==> src/design/bdsl_pkg.sv <==
// Package for the button debounce and short/long press unit.
// Shared widths, register indexes, reset values and the per-button event struct.
// No dependencies.
`default_nettype none

package bdsl_pkg;

  localparam int NumButtonsDef = 4;
  localparam int FieldW        = 4;
  localparam int TimeW         = 32;
  localparam int CfgW          = 16;
  localparam int CfgAddrW      = 4;

  localparam int InDataW  = ((TimeW + FieldW + 7) / 8) * 8;
  localparam int OutDataW = ((5 * FieldW + 7) / 8) * 8;

  localparam logic [CfgAddrW-1:0] CfgDebounce  = CfgAddrW'(0);
  localparam logic [CfgAddrW-1:0] CfgLongPress = CfgAddrW'(1);

  localparam logic [CfgW-1:0] DebounceRst  = CfgW'(20);
  localparam logic [CfgW-1:0] LongPressRst = CfgW'(1000);

  typedef struct packed {
    logic lvl;
    logic prs;
    logic rel;
    logic shrt;
    logic lng;
  } btn_evt_t;

endpackage

`default_nettype wire

==> src/design/button_debounce_short_long_press_unit.sv <==
// Top level of the button debounce and short/long press unit.
// Depends on bdsl_pkg and bdsl_button.
//
// Usage:
//   Each request on the in_ channel is one poll: a 32-bit millisecond timestamp and
//   one raw pressed bit per button. Each poll gives exactly one result on the out_
//   channel: debounced levels and press, release, short-press and long-press flags.
//   Registers: index 0 debounce time, index 1 long-press time (ms, 16 bit), written
//   through cfg_wr_en/cfg_addr/cfg_wdata by the user while the unit is idle (not enforced).
// Timing:
//   A poll is captured in an input register, classified by per-button compare logic,
//   and its result lands in the output register, which drives out_tvalid. One poll
//   per cycle is sustained, back to back, while out_tready stays high.
// Reset:
//   rst_n (synchronous, active low) empties both registers, clears button state and
//   restores debounce 20 ms and long press 1000 ms. The first poll after reset only
//   takes up the raw levels and reports no events.
// Stall:
//   A stalled result is held in the output register; an empty input register still
//   takes one more poll, after which in_tready drops until out_tready returns.
`default_nettype none

module button_debounce_short_long_press_unit #(
  parameter int NUM_BUTTONS = bdsl_pkg::NumButtonsDef
) (
  input  wire                            clk,
  input  wire                            rst_n,
  // in_tdata: now_ms[31:0], raw_buttons[35:32], zero pad
  input  wire                            in_tvalid,
  output logic                           in_tready,
  input  wire [bdsl_pkg::InDataW-1:0]    in_tdata,
  // out_tdata: stable_levels[3:0], press_events[7:4], release_events[11:8],
  //            short_press_events[15:12], long_press_events[19:16], zero pad
  output logic                           out_tvalid,
  input  wire                            out_tready,
  output logic [bdsl_pkg::OutDataW-1:0]  out_tdata,
  input  wire                            cfg_wr_en,
  input  wire [bdsl_pkg::CfgAddrW-1:0]   cfg_addr,
  input  wire [bdsl_pkg::CfgW-1:0]       cfg_wdata
);

  localparam int FW = bdsl_pkg::FieldW;

  logic [bdsl_pkg::CfgW-1:0]  debounce_time_r;
  logic [bdsl_pkg::CfgW-1:0]  long_press_time_r;

  logic                       in_vld_r;
  logic [bdsl_pkg::TimeW-1:0] in_now_r;
  logic [FW-1:0]              in_raw_r;

  logic                       out_vld_r;
  logic [bdsl_pkg::OutDataW-1:0] out_data_r, out_data_nxt;

  logic                       adv;
  logic                       step;
  logic [NUM_BUTTONS-1:0]     raw_ext;
  bdsl_pkg::btn_evt_t         evt [NUM_BUTTONS];

  logic [FW-1:0] lv_nxt, pe_nxt, re_nxt, se_nxt, le_nxt;

  assign adv       = !out_vld_r || out_tready;
  assign step      = in_vld_r && adv;
  assign in_tready = !in_vld_r || adv;

  always_ff @(posedge clk) begin
    if (!rst_n) begin
      debounce_time_r   <= bdsl_pkg::DebounceRst;
      long_press_time_r <= bdsl_pkg::LongPressRst;
    end else if (cfg_wr_en) begin
      unique case (cfg_addr)
        bdsl_pkg::CfgDebounce:  debounce_time_r   <= cfg_wdata;
        bdsl_pkg::CfgLongPress: long_press_time_r <= cfg_wdata;
        default: ;
      endcase
    end
  end

  always_ff @(posedge clk) begin
    if (!rst_n) begin
      in_vld_r <= 1'b0;
    end else if (in_tready) begin
      in_vld_r <= in_tvalid;
    end
  end

  always_ff @(posedge clk) begin
    if (in_tvalid && in_tready) begin
      in_now_r <= in_tdata[bdsl_pkg::TimeW-1:0];
      in_raw_r <= in_tdata[bdsl_pkg::TimeW +: FW];
    end
  end

  genvar i;
  generate
    for (i = 0; i < NUM_BUTTONS; i++) begin : g_btn
      if (i < FW) begin : g_raw
        assign raw_ext[i] = in_raw_r[i];
        assign lv_nxt[i]  = evt[i].lvl;
        assign pe_nxt[i]  = evt[i].prs;
        assign re_nxt[i]  = evt[i].rel;
        assign se_nxt[i]  = evt[i].shrt;
        assign le_nxt[i]  = evt[i].lng;
      end else begin : g_zero
        assign raw_ext[i] = 1'b0;
      end

      bdsl_button u_btn (
        .clk             (clk),
        .rst_n           (rst_n),
        .step            (step),
        .now_ms          (in_now_r),
        .raw             (raw_ext[i]),
        .debounce_time   (debounce_time_r),
        .long_press_time (long_press_time_r),
        .evt             (evt[i])
      );
    end

    for (i = NUM_BUTTONS; i < FW; i++) begin : g_unused
      assign lv_nxt[i] = 1'b0;
      assign pe_nxt[i] = 1'b0;
      assign re_nxt[i] = 1'b0;
      assign se_nxt[i] = 1'b0;
      assign le_nxt[i] = 1'b0;
    end
  endgenerate

  assign out_data_nxt = {{(bdsl_pkg::OutDataW - 5*FW){1'b0}},
                         le_nxt, se_nxt, re_nxt, pe_nxt, lv_nxt};

  always_ff @(posedge clk) begin
    if (!rst_n) begin
      out_vld_r <= 1'b0;
    end else if (adv) begin
      out_vld_r <= in_vld_r;
    end
  end

  always_ff @(posedge clk) begin
    if (step) begin
      out_data_r <= out_data_nxt;
    end
  end

  assign out_tvalid = out_vld_r;
  assign out_tdata  = out_data_r;

endmodule

`default_nettype wire

==> src/design/bdsl_button.sv <==
// Per-button debounce and press classifier: holds one button's state.
// Depends on bdsl_pkg.
`default_nettype none

module bdsl_button (
  input  wire                         clk,
  input  wire                         rst_n,
  input  wire                         step,
  input  wire [bdsl_pkg::TimeW-1:0]   now_ms,
  input  wire                         raw,
  input  wire [bdsl_pkg::CfgW-1:0]    debounce_time,
  input  wire [bdsl_pkg::CfgW-1:0]    long_press_time,
  output bdsl_pkg::btn_evt_t          evt
);

  logic                       seen_r;
  logic                       lvl_r, lvl_nxt;
  logic                       prev_r, prev_nxt;
  logic [bdsl_pkg::TimeW-1:0] lct_r, lct_nxt;
  logic [bdsl_pkg::TimeW-1:0] pst_r, pst_nxt;
  logic                       lr_r, lr_nxt;

  logic                       chg;
  logic                       db_ok;
  logic                       take;
  logic                       lr_eff;
  logic                       lp;
  logic [bdsl_pkg::TimeW-1:0] db_diff;
  logic [bdsl_pkg::TimeW-1:0] lp_diff;

  always_comb begin
    chg      = (raw != prev_r);
    lct_nxt  = (chg || !seen_r) ? now_ms : lct_r;
    db_diff  = now_ms - lct_nxt;
    db_ok    = (db_diff >= {{(bdsl_pkg::TimeW-bdsl_pkg::CfgW){1'b0}}, debounce_time});
    take     = seen_r && db_ok && (lvl_r != raw);
    prev_nxt = raw;
    if (!seen_r) begin
      lvl_nxt = raw;
    end else begin
      lvl_nxt = take ? raw : lvl_r;
    end
    pst_nxt  = (take && raw) ? now_ms : pst_r;
    lr_eff   = (take && raw) ? 1'b0 : lr_r;
    lp_diff  = now_ms - pst_nxt;
    lp       = seen_r && lvl_nxt && !lr_eff &&
               (lp_diff >= {{(bdsl_pkg::TimeW-bdsl_pkg::CfgW){1'b0}}, long_press_time});
    lr_nxt   = seen_r ? (lr_eff | lp) : lr_r;

    evt.lvl  = lvl_nxt;
    evt.prs  = take && raw;
    evt.rel  = take && !raw;
    evt.shrt = take && !raw && !lr_r;
    evt.lng  = lp;
  end

  always_ff @(posedge clk) begin
    if (!rst_n) begin
      seen_r <= 1'b0;
      lvl_r  <= 1'b0;
      prev_r <= 1'b0;
      lct_r  <= '0;
      pst_r  <= '0;
      lr_r   <= 1'b0;
    end else if (step) begin
      seen_r <= 1'b1;
      lvl_r  <= lvl_nxt;
      prev_r <= prev_nxt;
      lct_r  <= lct_nxt;
      pst_r  <= pst_nxt;
      lr_r   <= lr_nxt;
    end
  end

endmodule

`default_nettype wire

==> config.mk <==
export PLATFORM = sky130hd
export DESIGN_NAME = button_debounce_short_long_press_unit
export DESIGN_NICKNAME = d
export VERILOG_FILES = /design/src/design/bdsl_pkg.sv /design/src/design/button_debounce_short_long_press_unit.sv /design/src/design/bdsl_button.sv
export SDC_FILE = /design/constraint.sdc
export NUM_CORES = 2
export LEC_CHECK = 0
export ABC_AREA = 0
export BUFFER_PORTS_ARGS = -buffer_cell sky130_fd_sc_hd__buf_2
export CORE_MARGIN = 3
export CORE_UTILIZATION = 55
export DETAILED_ROUTE_END_ITERATION = 10
export GPL_ROUTABILITY_DRIVEN = 0
export PLACE_DENSITY = 0.72
export SETUP_SLACK_MARGIN = 0.3
export SLEW_MARGIN = 30
export SYNTH_ARGS = -nofsm -noshare
export SYNTH_HDL_FRONTEND = slang
export SYNTH_SLANG_ARGS = --single-unit
==> constraint.sdc <==
create_clock -name clk -period 12.8 [get_ports clk]
set_clock_uncertainty 0.05 [all_clocks]
set_input_delay 0 -clock clk [delete_from_list [all_inputs] [get_ports clk]]
set_output_delay 0 -clock clk [all_outputs]
set_load 0.02 [all_outputs]
==> summary.txt <==
Status
  • Outcome: completed

Clocking
  • Cts bufs inserted: between 40 and 50
  • TritonCTS Sinks: between 300 and 400
  • Clk_lat worst skew: ~0.63 ns
  • Root Driver: clkbuf_16
  • Reg clk slew, reported paths: approximately 0.06 ns
  • Bufs on Longest Clock Path: 3
  • CTS tree: yes
  • Number of H-tree levels: 2

Hold path
  • Hold WC Path Type: primary input to register
  • Hold path endpoint: in_now_r[31]$_DFFE_PP_
  • Hold path start: in_tdata[31]
  • Hold Path Stages: 2

Die
  • Die width: 260.6 µm
  • Die Y: between 200 and 300 µm
  • Area of the core: ~64000 µm²
  • Die area: ~68000 µm²
  • Initial Util: a little under three fifths
  • I/O pins: between 90 and 100
  • FP Rows: between 90 and 100

Pwr
  • Switch Pwr: ~1.6 mW
  • Total power: 4.219 mW
  • Clk pwr share: a little under a third
  • Worst VDD drop: approximately 0.11 mV
  • Sequential share of power: about 30%
  • Switching Fraction: between 30% and 40%
  • PD cells: ~110 nW/µm²
  • Internal: between 2 and 3 mW
  • Comb power frac: roughly two fifths
  • LEAKAGE: 17.73 nW

GRT
  • First-pass GRT wire length: 178500 µm
  • Number of global-route vias before repair: approximately 34000
  • Total global-route track usage: 32.67%
  • Grt ovf: 0
  • Initial antenna violation count: 1
  • Largest net degree at the start of global routing: approximately 140

Timing
  • Worst Tran Pin Value: ~1.1 ns
  • PnR worst setup slack: between 0.6 and 0.7 ns
  • Slew headroom: around 29%
  • Min Clock Period, post-route: about 12 ns
  • Max-slew violations: 0
  • Setup violations, final: 0
  • Setup TNS: 0 ns
  • Final period utilization: 94.73%
  • Hold violation count in the final report: 0
  • RSZ-0062 raised after global routing: yes
  • F_max: roughly 0.082 GHz

Yosys
  • Cells after Synth: around 4600
  • Share of the synthesized area in the top cell type: 17.01%
  • Avg Inst Size Synth: around 7.7 µm²
  • Mux cell area share after synthesis: ~6%
  • Main combinational cell family by area after synthesis: compound AO/OA/AOI/OAI gates
  • Synth Area in Compound Gates: roughly 29%
  • Synth Area in Adders: around 12%
  • Yosys reg bits: roughly 360
  • Register area share after synthesis: 21.73%
  • EDFF count, synth: between 50 and 60
  • Synth Area in XOR/XNOR: under 10%
  • Synth top area cells: dfxtp_1, ha_1, nand2_1, mux2i_1, edfxtp_1
  • Synth Flop Type: dfxtp_1
  • Syn. warnings: 0
  • Async set-reset flop share out of synthesis: 0%
  • Post-synth cell types: just over 100
  • Post-Synth Simple-Gate Area: a little over a fifth
  • Synth area leader: dfxtp_1
  • Cell Area, Synth: around 36000 µm²

Cells and area
  • # fillers: between 5000 and 6000
  • Share of layout cells above drive strength 1: about 7.9%
  • Final net count: ~5100
  • P&R area growth vs syn: 10.17%

Critical path
  • Worst EP arrival: ~12 ns
  • Slowest CP cell: o21ai_4
  • CP startpoint: g_btn[1].u_btn.seen_r$_SDFFE_PN0P_
  • Largest fanout on the critical path: 37
  • Peak per-stage delay on the critical path: approximately 0.44 ns
  • Crit Path Class: register to register
  • Worst Setup End Kind: register
  • Reg2reg path depth: 51
  • R2R Path Start: g_btn[1].u_btn.seen_r$_SDFFE_PN0P_
  • CP most frequent cell: o21ai_0
  • Setup crit start kind: register
  • Worst reg2reg endpoint: out_tdata[17]$_DFFE_PP_
  • Crit-path leading delay family: compound AO/OA/AOI/OAI gates
  • Critical path required time: 13.10 ns
  • Critical path buffer and inverter count: 6
  • R2r setup slk: 0.67 ns

Placed design
  • HPWL after DPL: 85240 µm
  • Setup WS pre-CTS: around 0.25 ns
  • IO Port Bufs: 82

Drt
  • # DRC: 0
  • 1st-iter DRT viols: 3167
  • Drt first pass iters: 6
  • Vias: 35710
  • Via density: between 6 and 7
  • Wire length per cell: just over 20 µm
  • Routed Antenna Nets: 0
  • Total Wirelength: between 100000 and 150000 µm

Run
  • MaxCap Viol Count: 0
## power groups by stage
stage               Combinational (mW)  Sequential [mW]  Clock, mW
floorplan                         1.17             1.27          0
global placement                  1.52             1.28          0
detailed placement                1.54             1.29          0
CTS                               1.56             1.26       1.36
global route                      1.77             1.27       1.40
finish                            1.61             1.26       1.34
## cell usage in the layout, fill, tap and decap left out, types with 79 or more instances in the layout
cell        n
xnor2_1    96
inv_1     151
nor2_1    268
a21o_1    137
nand4_1    79
xor2_1     93
o21ai_0   235
ha_1      323
buf_2      81
dfxtp_1   303
mux2i_1   202
o211a_1   164
a21boi_0  124
a21oi_1   332
nand2_1   648
buf_4     108
nand2b_1   94
nor2b_1   116
## worst max-delay path by stage
stage	cells past startpoint	to	slack [ns]
after floorplan	53	out_tdata[16]$_DFFE_PP_	1.10
after global placement	49	out_tdata[16]$_DFFE_PP_	0.55
after detailed placement	49	out_tdata[16]$_DFFE_PP_	0.25
after CTS	49	out_tdata[16]$_DFFE_PP_	0.36
after global routing	49	out_tdata[16]$_DFFE_PP_	0.24
final	51	out_tdata[17]$_DFFE_PP_	0.67
## registers in the layout (all words and copies together), names as in the netlist
signal,count
out_tvalid,1
out_tdata,20
in_now_r,32
in_raw_r,4
g_btn.u_btn.lvl_r,4
g_btn.u_btn.prev_r,4
in_vld_r,1
debounce_time_r,16
g_btn.u_btn.lr_r,4
g_btn.u_btn.pst_r,128
g_btn.u_btn.lct_r,128
long_press_time_r,16
g_btn.u_btn.seen_r,1
## cell families (layout without fill, tap and decap cells)
kind of cell    count (synthesis)  in the layout
mux                           212            212
simple gates                 1602           1602
xor+xnor                      193            193
flops                         359            359
fa+ha+maj                     349            349
other cells                     1              5
buf+inv                       439            505
compound gates               1469           1470
## metrics by stage
step	hold slack [ns]	util (%)	instances	instance area [µm²]
2_1_floorplan	0.04887	-	4627	35660
3_3_place_gp	0.1264	57.82	5373	36810
3_5_place_dp	0.1281	57.84	5373	36820
4_1_cts	0.009819	61.38	5527	39070
5_1_grt	0.04942	61.70	5540	39280
6_report	0.03227	61.70	5541	39280
## routing by layer
| metal | global-route usage, % | part of all wire (%) | vias to the layer above |
|---|---|---|---|
| met4 | 17.06 | 5.9 | 2 |
| li1 | - | - | 17030 |
| met1 | 41.50 | 41 | 16830 |
| met3 | 4.182 | 7.9 | 366 |
| met2 | 54.18 | 45 | 1490 |
| met5 | 0 | 0.0061 | - |
## final cells by class
class | instances | area (µm²) | share of cell area [%]
antenna | 1 | 2.502 | 0.006371
clock buffer | 54 | 1210 | 3.080
clock inverter | 30 | 334.1 | 0.8505
inverter | 159 | 604.3 | 1.539
multi-input combinational | 3830 | 26360 | 67.10
sequential | 359 | 7747 | 19.72
tap | 846 | 1059 | 2.695
timing repair buffer | 262 | 1967 | 5.007
## synth_stat cells, drive strengths merged (22+ instances only)
cell type / instances
nand2: 652
a21oi: 334
ha: 324
dfxtp: 303
nor2: 272
o21ai: 251
clkbuf: 214
mux2i: 202
o211a: 164
inv: 156
a21o: 138
a21boi: 129
nor2b: 117
xnor2: 99
nand2b: 94
xor2: 94
nand4: 80
nor3: 76
nand3: 75
buf: 66
a31oi: 57
edfxtp: 56
o211ai: 48
and2: 44
o21a: 40
a211oi: 39
and3: 37
o21bai: 36
or3: 28
nor4: 22
## what timing repair did
| item | in CTS | in global routing |
|---|---|---|
| setup buffers | 0 | 12 |
| setup endpoints to repair | 2 | 8 |
| cloned | 0 | 1 |
| hold buffers | 70 | 0 |
| pin swaps | 0 | 7 |
| resized for setup | 1 | 30 |
| endpoints found under the hold margin | 178 | 0 |
Power figures use the tool's default switching activity.
